File: config.mk
export PLATFORM = sky130hd
export DESIGN_NAME = life_generation_row_stencil_unit_flat
export DESIGN_NICKNAME = d
export VERILOG_FILES = /design/src/hdl/lgrs_pkg.sv /design/src/hdl/lgrs_if.sv /design/src/hdl/lgrs_lane.sv /design/src/hdl/lgrs_row_engine.sv /design/src/hdl/lgrs_out_fifo.sv /design/src/hdl/life_generation_row_stencil_unit.sv /design/src/flat_wrapper.sv
export SDC_FILE = /design/constraint.sdc
export NUM_CORES = 2
export LEC_CHECK = 0
export BUFFER_PORTS_ARGS = -buffer_cell sky130_fd_sc_hd__buf_2
export CAP_MARGIN = 0
export CORE_MARGIN = 2
export CORE_UTILIZATION = 40
export DETAILED_ROUTE_END_ITERATION = 7
export GPL_TIMING_DRIVEN = 1
export MAX_ROUTING_LAYER = met4
export PLACE_DENSITY = 0.61
export SETUP_SLACK_MARGIN = 0.15
export SYNTH_ARGS = -nofsm -noshare
export SYNTH_HDL_FRONTEND = slang
export SYNTH_HIERARCHICAL = 1
export SYNTH_SLANG_ARGS = --single-unit
File: constraint.sdc
create_clock -name clk_i -period 15.7 [get_ports clk_i]
set_input_delay 3.925 -clock clk_i [delete_from_list [all_inputs] [get_ports clk_i]]
set_output_delay 3.925 -clock clk_i [all_outputs]
set_load 0.01 [all_outputs]
File: src/hdl/lgrs_pkg.sv
package lgrs_pkg;

  localparam int unsigned MAX_WIDTH  = 64;
  localparam int unsigned MAX_HEIGHT = 4096;

  localparam int unsigned ROW_W      = MAX_WIDTH;
  localparam int unsigned IDX_W      = 12;
  localparam int unsigned WIDTH_W    = 7;
  localparam int unsigned HEIGHT_W   = 13;
  localparam int unsigned CFG_IDX_W  = 4;
  localparam int unsigned CFG_DATA_W = 16;
  localparam int unsigned NBR_W      = 8;
  localparam int unsigned NCNT_W     = 4;

  localparam int unsigned FIFO_DEPTH = 4;
  localparam int unsigned FIFO_PTR_W = 2;
  localparam int unsigned FIFO_CNT_W = 3;

  localparam logic [WIDTH_W-1:0]  WIDTH_RESET  = WIDTH_W'(64);
  localparam logic [HEIGHT_W-1:0] HEIGHT_RESET = HEIGHT_W'(64);

  typedef enum logic [CFG_IDX_W-1:0] {
    CFG_GRID_WIDTH  = 4'd0,
    CFG_GRID_HEIGHT = 4'd1
  } cfg_reg_e;

  typedef struct packed {
    logic [ROW_W-1:0] next_row;
    logic [IDX_W-1:0] row_index;
    logic             final_row;
  } row_res_t;

  typedef struct packed {
    logic     first_vld;
    logic     second_vld;
    row_res_t first;
    row_res_t second;
  } push_t;

  // bit k set when column k is inside the grid; width already saturated to 1..MAX_WIDTH
  function automatic logic [ROW_W-1:0] lane_mask(input logic [WIDTH_W-1:0] width);
    logic [ROW_W-1:0] m;
    for (int k = 0; k < ROW_W; k++) begin
      m[k] = (WIDTH_W'(k) < width);
    end
    return m;
  endfunction

endpackage

File: src/hdl/lgrs_if.sv
interface lgrs_in_if;
  logic                      valid;
  logic                      ready;
  logic [lgrs_pkg::ROW_W-1:0] row_cells;

  modport source (output valid, output row_cells, input ready);
  modport sink   (input valid, input row_cells, output ready);
endinterface

interface lgrs_out_if;
  logic                      valid;
  logic                      ready;
  logic [lgrs_pkg::ROW_W-1:0] next_row;
  logic [lgrs_pkg::IDX_W-1:0] row_index;
  logic                      final_row;

  modport source (output valid, output next_row, output row_index, output final_row,
                  input ready);
  modport sink   (input valid, input next_row, input row_index, input final_row,
                  output ready);
endinterface

interface lgrs_cfg_if;
  logic                           valid;
  logic                           ready;
  logic [lgrs_pkg::CFG_IDX_W-1:0]  index;
  logic [lgrs_pkg::CFG_DATA_W-1:0] data;

  modport source (output valid, output index, output data, input ready);
  modport sink   (input valid, input index, input data, output ready);
endinterface

File: src/hdl/lgrs_lane.sv
module lgrs_lane (
  input  logic [lgrs_pkg::NBR_W-1:0] nbr_i,
  input  logic                       alive_i,
  output logic                       alive_o
);

  logic [lgrs_pkg::NCNT_W-1:0] cnt;

  always_comb begin
    cnt = '0;
    for (int j = 0; j < lgrs_pkg::NBR_W; j++) begin
      cnt = cnt + lgrs_pkg::NCNT_W'(nbr_i[j]);
    end
  end

  // B3/S23
  assign alive_o = (cnt == lgrs_pkg::NCNT_W'(3)) || (alive_i && (cnt == lgrs_pkg::NCNT_W'(2)));

endmodule

File: src/hdl/lgrs_row_engine.sv
module lgrs_row_engine (
  input  logic [lgrs_pkg::ROW_W-1:0] up_i,
  input  logic [lgrs_pkg::ROW_W-1:0] mid_i,
  input  logic [lgrs_pkg::ROW_W-1:0] down_i,
  input  logic [lgrs_pkg::ROW_W-1:0] mask_i,
  output logic [lgrs_pkg::ROW_W-1:0] row_o
);

  // dead border on both sides
  logic [lgrs_pkg::ROW_W+1:0] up_x, mid_x, dn_x;
  logic [lgrs_pkg::ROW_W-1:0] lane_res;

  assign up_x  = {1'b0, up_i, 1'b0};
  assign mid_x = {1'b0, mid_i, 1'b0};
  assign dn_x  = {1'b0, down_i, 1'b0};

  for (genvar k = 0; k < lgrs_pkg::ROW_W; k++) begin : g_lane
    lgrs_lane u_lane (
      .nbr_i   ({up_x[k], up_x[k+1], up_x[k+2],
                 mid_x[k], mid_x[k+2],
                 dn_x[k], dn_x[k+1], dn_x[k+2]}),
      .alive_i (mid_x[k+1]),
      .alive_o (lane_res[k])
    );
  end

  assign row_o = lane_res & mask_i;

endmodule

File: src/hdl/lgrs_out_fifo.sv
module lgrs_out_fifo (
  input  logic                clk_i,
  input  logic                rst_ni,
  input  lgrs_pkg::push_t     push_i,
  output logic                space_o,
  lgrs_out_if.source          out_o
);

  lgrs_pkg::row_res_t mem_q [lgrs_pkg::FIFO_DEPTH];
  logic [lgrs_pkg::FIFO_PTR_W-1:0] wptr_q, wptr_d, rptr_q, rptr_d;
  logic [lgrs_pkg::FIFO_CNT_W-1:0] cnt_q, cnt_d;
  logic [lgrs_pkg::FIFO_PTR_W-1:0] wptr_nx;
  logic [lgrs_pkg::FIFO_CNT_W-1:0] n_push;
  logic pop;

  assign pop     = out_o.valid && out_o.ready;
  assign wptr_nx = wptr_q + lgrs_pkg::FIFO_PTR_W'(1);
  assign n_push  = lgrs_pkg::FIFO_CNT_W'(push_i.first_vld) +
                   lgrs_pkg::FIFO_CNT_W'(push_i.second_vld);

  // room for a full two-result request
  assign space_o = (cnt_q <= lgrs_pkg::FIFO_CNT_W'(lgrs_pkg::FIFO_DEPTH - 2));

  always_comb begin
    wptr_d = wptr_q + lgrs_pkg::FIFO_PTR_W'(n_push);
    rptr_d = pop ? rptr_q + lgrs_pkg::FIFO_PTR_W'(1) : rptr_q;
    cnt_d  = cnt_q + n_push - lgrs_pkg::FIFO_CNT_W'(pop);
  end

  always_ff @(posedge clk_i or negedge rst_ni) begin
    if (!rst_ni) begin
      wptr_q <= '0;
      rptr_q <= '0;
      cnt_q  <= '0;
    end else begin
      wptr_q <= wptr_d;
      rptr_q <= rptr_d;
      cnt_q  <= cnt_d;
    end
  end

  always_ff @(posedge clk_i) begin
    if (push_i.first_vld) begin
      mem_q[wptr_q] <= push_i.first;
    end
    if (push_i.second_vld) begin
      mem_q[wptr_nx] <= push_i.second;
    end
  end

  assign out_o.valid     = (cnt_q != '0);
  assign out_o.next_row  = mem_q[rptr_q].next_row;
  assign out_o.row_index = mem_q[rptr_q].row_index;
  assign out_o.final_row = mem_q[rptr_q].final_row;

`ifndef SYNTHESIS
  a_no_overflow: assert property (@(posedge clk_i) disable iff (!rst_ni)
    cnt_q <= lgrs_pkg::FIFO_CNT_W'(lgrs_pkg::FIFO_DEPTH))
    else $error("output queue overflow");

  a_push_room: assert property (@(posedge clk_i) disable iff (!rst_ni)
    push_i.first_vld |-> space_o)
    else $error("push without room for two entries");

  a_second_after_first: assert property (@(posedge clk_i) disable iff (!rst_ni)
    push_i.second_vld |-> push_i.first_vld)
    else $error("second result pushed without first");

  a_pop_only: assert property (@(posedge clk_i) disable iff (!rst_ni)
    (pop && !push_i.first_vld) |=> (cnt_q == $past(cnt_q) - lgrs_pkg::FIFO_CNT_W'(1)))
    else $error("occupancy not decremented on pop");
`endif

endmodule

File: src/hdl/life_generation_row_stencil_unit.sv
// One generation of Life (B3/S23) over a grid streamed one row per request,
// top row first; bit k of a row is column k.
// in_i   : row requests (valid/ready), accepted when both are high.
// out_o  : next-generation rows with their row index and a final-row flag.
// cfg_i  : register writes, always ready; index 0 = grid width (1..64),
//          index 1 = grid height (1..4096). Write only while the block is idle.
// Row r is produced when row r+1 is accepted; the last row of the grid
// produces two results (row r-1 and the flushed final row). A one-row grid
// produces one result per input.
// Each result is written into the output queue when its row is accepted.
// Throughput: one row per cycle, set by the 64 cell lanes of each row engine; in_i.ready
// is low while the four-entry output queue has fewer than two free entries.
// A stalled receiver fills the queue and then holds off in_i.
// Reset clears the stored rows and the row count and sets width and height
// to 64; the output queue comes up empty.
module life_generation_row_stencil_unit (
  input  logic       clk_i,
  input  logic       rst_ni,
  lgrs_in_if.sink    in_i,
  lgrs_out_if.source out_o,
  lgrs_cfg_if.sink   cfg_i
);

  logic [lgrs_pkg::WIDTH_W-1:0]  width_q, width_d;
  logic [lgrs_pkg::HEIGHT_W-1:0] height_q, height_d;
  logic [lgrs_pkg::ROW_W-1:0]    above_q, above_d, mid_q, mid_d;
  logic [lgrs_pkg::IDX_W-1:0]    rows_q, rows_d;

  logic [lgrs_pkg::WIDTH_W-1:0]  w_eff;
  logic [lgrs_pkg::HEIGHT_W-1:0] h_eff;
  logic [lgrs_pkg::ROW_W-1:0]    mask, cur;
  logic [lgrs_pkg::ROW_W-1:0]    e0_up, e0_mid, e0_dn, e0_row, e1_row;
  logic first_row, last_row, single, accept, space;
  lgrs_pkg::push_t push;

  assign w_eff = (width_q == '0) ? lgrs_pkg::WIDTH_W'(1) :
                 (width_q > lgrs_pkg::WIDTH_W'(lgrs_pkg::MAX_WIDTH)) ?
                 lgrs_pkg::WIDTH_W'(lgrs_pkg::MAX_WIDTH) : width_q;
  assign h_eff = (height_q == '0) ? lgrs_pkg::HEIGHT_W'(1) :
                 (height_q > lgrs_pkg::HEIGHT_W'(lgrs_pkg::MAX_HEIGHT)) ?
                 lgrs_pkg::HEIGHT_W'(lgrs_pkg::MAX_HEIGHT) : height_q;

  assign mask      = lgrs_pkg::lane_mask(w_eff);
  assign cur       = in_i.row_cells & mask;
  assign first_row = (rows_q == '0);
  assign single    = (h_eff == lgrs_pkg::HEIGHT_W'(1));
  assign last_row  = ((lgrs_pkg::HEIGHT_W'(rows_q) + lgrs_pkg::HEIGHT_W'(1)) >= h_eff);

  assign in_i.ready = space;
  assign accept     = in_i.valid && space;
  assign cfg_i.ready = 1'b1;

  // engine 0: pending row (or a lone row for a one-row grid)
  assign e0_up  = first_row ? '0  : above_q;
  assign e0_mid = first_row ? cur : mid_q;
  assign e0_dn  = first_row ? '0  : cur;

  lgrs_row_engine u_eng_pend (
    .up_i   (e0_up),
    .mid_i  (e0_mid),
    .down_i (e0_dn),
    .mask_i (mask),
    .row_o  (e0_row)
  );

  // engine 1: flushed final row
  lgrs_row_engine u_eng_flush (
    .up_i   (mid_q),
    .mid_i  (cur),
    .down_i ('0),
    .mask_i (mask),
    .row_o  (e1_row)
  );

  always_comb begin
    push.first_vld        = 1'b0;
    push.second_vld       = 1'b0;
    push.first.next_row   = e0_row;
    push.first.row_index  = rows_q - lgrs_pkg::IDX_W'(1);
    push.first.final_row  = 1'b0;
    push.second.next_row  = e1_row;
    push.second.row_index = rows_q;
    push.second.final_row = 1'b1;
    above_d = above_q;
    mid_d   = mid_q;
    rows_d  = rows_q;
    if (accept) begin
      if (first_row) begin
        if (single) begin
          push.first_vld       = 1'b1;
          push.first.row_index = '0;
          push.first.final_row = 1'b1;
          above_d = '0;
          mid_d   = '0;
          rows_d  = '0;
        end else begin
          above_d = '0;
          mid_d   = cur;
          rows_d  = lgrs_pkg::IDX_W'(1);
        end
      end else begin
        push.first_vld = 1'b1;
        if (last_row) begin
          push.second_vld = 1'b1;
          above_d = '0;
          mid_d   = '0;
          rows_d  = '0;
        end else begin
          above_d = mid_q;
          mid_d   = cur;
          rows_d  = rows_q + lgrs_pkg::IDX_W'(1);
        end
      end
    end
  end

  always_comb begin
    width_d  = width_q;
    height_d = height_q;
    if (cfg_i.valid) begin
      if (cfg_i.index == lgrs_pkg::CFG_GRID_WIDTH) begin
        width_d = cfg_i.data[lgrs_pkg::WIDTH_W-1:0];
      end else if (cfg_i.index == lgrs_pkg::CFG_GRID_HEIGHT) begin
        height_d = cfg_i.data[lgrs_pkg::HEIGHT_W-1:0];
      end
    end
  end

  always_ff @(posedge clk_i or negedge rst_ni) begin
    if (!rst_ni) begin
      width_q  <= lgrs_pkg::WIDTH_RESET;
      height_q <= lgrs_pkg::HEIGHT_RESET;
      above_q  <= '0;
      mid_q    <= '0;
      rows_q   <= '0;
    end else begin
      width_q  <= width_d;
      height_q <= height_d;
      above_q  <= above_d;
      mid_q    <= mid_d;
      rows_q   <= rows_d;
    end
  end

  lgrs_out_fifo u_out_fifo (
    .clk_i   (clk_i),
    .rst_ni  (rst_ni),
    .push_i  (push),
    .space_o (space),
    .out_o   (out_o)
  );

`ifndef SYNTHESIS
  a_first_row_quiet: assert property (@(posedge clk_i) disable iff (!rst_ni)
    (accept && first_row && !single) |-> !push.first_vld)
    else $error("result pushed for the first row of a multi-row grid");

  a_flush_restarts: assert property (@(posedge clk_i) disable iff (!rst_ni)
    push.second_vld |=> (rows_q == '0))
    else $error("row count not cleared after flush");

  a_row_count_step: assert property (@(posedge clk_i) disable iff (!rst_ni)
    (accept && !push.second_vld && !single) |=>
    (rows_q == $past(rows_q) + lgrs_pkg::IDX_W'(1)))
    else $error("row count did not advance");
`endif

endmodule
File: src/flat_wrapper.sv
// flat-port wrapper written by rule: the top's interface ports become plain ports
module life_generation_row_stencil_unit_flat 
  (clk_i, rst_ni, in_i_valid, in_i_row_cells, in_i_ready, out_o_valid, out_o_next_row, out_o_row_index, out_o_final_row, out_o_ready, cfg_i_valid, cfg_i_index, cfg_i_data, cfg_i_ready);
  lgrs_in_if in_i_i ();
  lgrs_out_if out_o_i ();
  lgrs_cfg_if cfg_i_i ();
  input  logic clk_i;
  input  logic rst_ni;
  input wire logic [$bits(in_i_i.valid)-1:0] in_i_valid;
  input wire logic [$bits(in_i_i.row_cells)-1:0] in_i_row_cells;
  output wire logic [$bits(in_i_i.ready)-1:0] in_i_ready;
  output wire logic [$bits(out_o_i.valid)-1:0] out_o_valid;
  output wire logic [$bits(out_o_i.next_row)-1:0] out_o_next_row;
  output wire logic [$bits(out_o_i.row_index)-1:0] out_o_row_index;
  output wire logic [$bits(out_o_i.final_row)-1:0] out_o_final_row;
  input wire logic [$bits(out_o_i.ready)-1:0] out_o_ready;
  input wire logic [$bits(cfg_i_i.valid)-1:0] cfg_i_valid;
  input wire logic [$bits(cfg_i_i.index)-1:0] cfg_i_index;
  input wire logic [$bits(cfg_i_i.data)-1:0] cfg_i_data;
  output wire logic [$bits(cfg_i_i.ready)-1:0] cfg_i_ready;
  assign in_i_i.valid = in_i_valid;
  assign in_i_i.row_cells = in_i_row_cells;
  assign in_i_ready = in_i_i.ready;
  assign out_o_valid = out_o_i.valid;
  assign out_o_next_row = out_o_i.next_row;
  assign out_o_row_index = out_o_i.row_index;
  assign out_o_final_row = out_o_i.final_row;
  assign out_o_i.ready = out_o_ready;
  assign cfg_i_i.valid = cfg_i_valid;
  assign cfg_i_i.index = cfg_i_index;
  assign cfg_i_i.data = cfg_i_data;
  assign cfg_i_ready = cfg_i_i.ready;
  life_generation_row_stencil_unit u_core (.clk_i(clk_i), .rst_ni(rst_ni), .in_i(in_i_i), .out_o(out_o_i), .cfg_i(cfg_i_i));
endmodule
==> impl_metrics.yaml <==
clock_tree:
  cts.sinks: 475
  ctsLongestPathBuffers: 3
  cts_resized: 0
  h-tree-depth: 2
  postCtsHoldBufs: 0
  postCtsSetupRepairBufs: 0
  clk_latency_ns: 0.69
  cts-root-buf: "clkbuf_16"
  cts_tree: "done"
  clk_pin_slew_ns: 0.06
  cts_buffers: 59
grt:
  grt_max_degree: 138
  gr-total-overflow: 0
  grtUsageTotal_pct: 20.57
  grt_antenna_before_repair: 5
  grt_pass1_vias: 36170
  grt_pass1_wl_um: 201800
logic_synthesis:
  async_reset_ff_share_pct: 35.16
  ys_seq_area_share_pct: 26.62
  synthFlopType: "edfxtp_1"
  synth_area_mm2: 0.05045
  synth_top_area_share_pct: 20.36
  synth-edff-count: 308
  synth_warnings: 6
  synthDistinctLibCells: 76
  ys_seq_elements: 475
  synthTopCellsByArea: "fa_1, edfxtp_1, inv_1, ha_1, dfrtp_1"
  avgSynthCellArea_um2: 10.01
  syn_inst: 5042
  synth_top_area_cell: "fa_1"
die:
  start_util_pct: 40.23
  fp.dieH_um: 359.1
  design.core.area_mm2: 0.1254
  io_pins: 169
  fp.dieW_um: 359.1
  fp-row-count: 130
  dieArea_mm2: 0.1290
detailed_routing:
  vias: 34660
  drcViolationCount: 0
  drtIter0Drc: 1845
  postRouteAntennaNets: 0
  wl_per_cell_um: 18.08
  routed_wl_um: 127600
  drt-pass1-iter-count: 5
  vias_per_cell: 4.912
setup_path:
  path_common_cell: "buf_4"
  worstPathRequired_ns: 11.77
  cp_max_fo: 35
  worstPathCellList: "buf_4 -> buf_4 -> mux4_2 -> buf_2"
  arrival_ns: 3.88
  crit_type: "register to output pin"
  endpoint_kind: "output pin"
  crit_buf_inv: 3
  startpoint_type: "register"
  cpPeakStageDelay_ns: 0.77
  slowest_stage: "dfrtp_4"
  path_delay_family: "buffers and inverters"
sta:
  finalHoldViolations: 0
  fin_setup_tns_ns: 0
  skew_ns: 0.03787
  timing.final.crit_share_pct: 49.71
  slew_violations: 0
  rsz0062_at_grt: "no"
  maxSlewHeadroom_pct: 24.17
  worstMarginPinSlew_ns: 1.131
  max_freq_mhz: 128.1
  fin_crit_ns: 7.805
  setup_viol: 0
hold_path:
  hold_class: "register to register"
place:
  gp_congestion: 0.8553
  io_buffers: 164
  hpwl_um: 92240
finish:
  seqCellArea_mm2: 0.01344
  area_growth_pct: 10.63
  fillCellCount: 11910
  multi_input_area_mm2: 0.03149
  layout-drive-gt1-share_pct: 15.08
  layout.nets: 6361
run:
  drv_cap: 0
run_status:
  status: "finished, final reports clean"
-- metal layers --
layer	vias to the layer above	track usage [%]	part of all wire, %
li1	16540	-	-
met1	17280	26.00	43
met2	652	33.72	48
met3	188	3.370	5.3
met4	0	6.644	3.5
met5	-	-	0
-- registers in the layout, indices dropped and copies added, names as in the netlist --
register and flops:
u_core/u_out_fifo/mem_q 308, u_core/above_q 64, u_core/mid_q 64, u_core/height_q 13, u_core/rows_q 12, u_core/width_q 7, u_core/u_out_fifo/cnt_q 3, u_core/u_out_fifo/rptr_q 2
u_core/u_out_fifo/wptr_q 2
-- synth_stat cells, types with 6 or more instances --
master	number
nand2_1	175
or2_1	50
clkinv_1	6
xor2_1	10
ha_1	404
nor2_1	112
nor4_1	6
nor3_1	8
edfxtp_1	308
buf_4	17
nand3_1	92
nand3b_1	52
o21ai_0	179
mux4_2	77
a211oi_2	49
o21ai_1	70
buf_2	73
buf_6	10
dfrtp_1	165
fa_1	513
or2_0	79
a21oi_1	207
mux2_2	294
a22o_1	71
clkbuf_1	46
xnor2_1	12
mux2i_1	39
and2_1	197
mux2_1	30
o211a_1	50
nand2b_1	13
buf_1	8
a21oi_2	52
inv_1	1480
-- per-stage QoR --
step | hold slack, ns | utilization (%) | instances | area (um2) | setup WS [ns]
2_1_floorplan | 0.4646 | - | 5247 | 51220 | 5.244
3_3_place_gp | 0.4794 | 42.82 | 6944 | 53710 | 7.329
3_5_place_dp | 0.4828 | 42.82 | 6944 | 53710 | 7.263
4_1_cts | 0.4999 | 44.50 | 7055 | 55810 | 7.793
5_1_grt | 0.5036 | 44.50 | 7056 | 55810 | 7.646
6_report | 0.4962 | 44.51 | 7057 | 55810 | 7.895
-- kinds of logic after synthesis --
group,count (synthesis),synth area share [%]
compound gates,719,9.625
flops,475,26.62
other cells,4,0.02975
fa+ha+maj,917,30.38
simple gates,821,8.834
xor+xnor,22,0.3819
mux,440,11.44
buf+inv,1644,12.69
-- placed cells by master (no fill, tap or decap), drive strengths merged, types with 25 or more instances in the layout --
master and instances:
a22o 71, mux2 324, inv 1485, clkbuf 78, and2 197, ha 404, nand2 176, buf 201
edfxtp 308, a21oi 259, o211a 50, mux4 77, o21ai 249, mux2i 39, conb 209, nand3 93
fa 513, clkinv 25, nand3b 53, dfrtp 165, a211oi 50, nor2 113, or2 132
-- worst paths after layout --
path                                                  start                              to  slack (ns)  cells after the start
worst max register to register             u_core/rows_q[6]  u_core/u_out_fifo/mem_q[2][44]        9.28                     13
worst max-delay path            u_core/u_out_fifo/rptr_q[0]               out_o_next_row[6]        7.89                      4
min in group asynchronous                            rst_ni                u_core/rows_q[5]        3.15                      1
max in group asynchronous                            rst_ni                u_core/mid_q[14]       11.29                      2
worst min register to register           u_core/above_q[29]              u_core/above_q[29]        0.50                      1
worst min-delay path                     u_core/above_q[29]              u_core/above_q[29]        0.50                      1
-- final cells by class --
type	count	area share, %
Antenna cell	2	0.008967
Clock buffer	77	2.930
Clock inverter	34	0.8406
Inverter	1489	10.01
Multi-Input combinational cell	3128	56.41
Sequential cell	475	24.08
Tap cell	1650	3.699
Timing Repair Buffer	202	2.020
-- worst register-to-register path: stages, from the launching register on --
cell and delay [ns]:
dfrtp_1 0.69, and3_1 0.27, nand3_1 0.22, o21ai_0 0.32
nand2_1 0.09, ha_1 0.30, and4_1 0.25, nor3b_1 0.24
nand2_1 0.28, a21oi_1 0.71, nand3b_4 0.78, o21ai_4 0.52
buf_4 0.74, buf_4 0.62
Power is left out: the tool's default activity adds up to more than one toggle a clock period on the data nets, which glitch-free logic cannot reach.
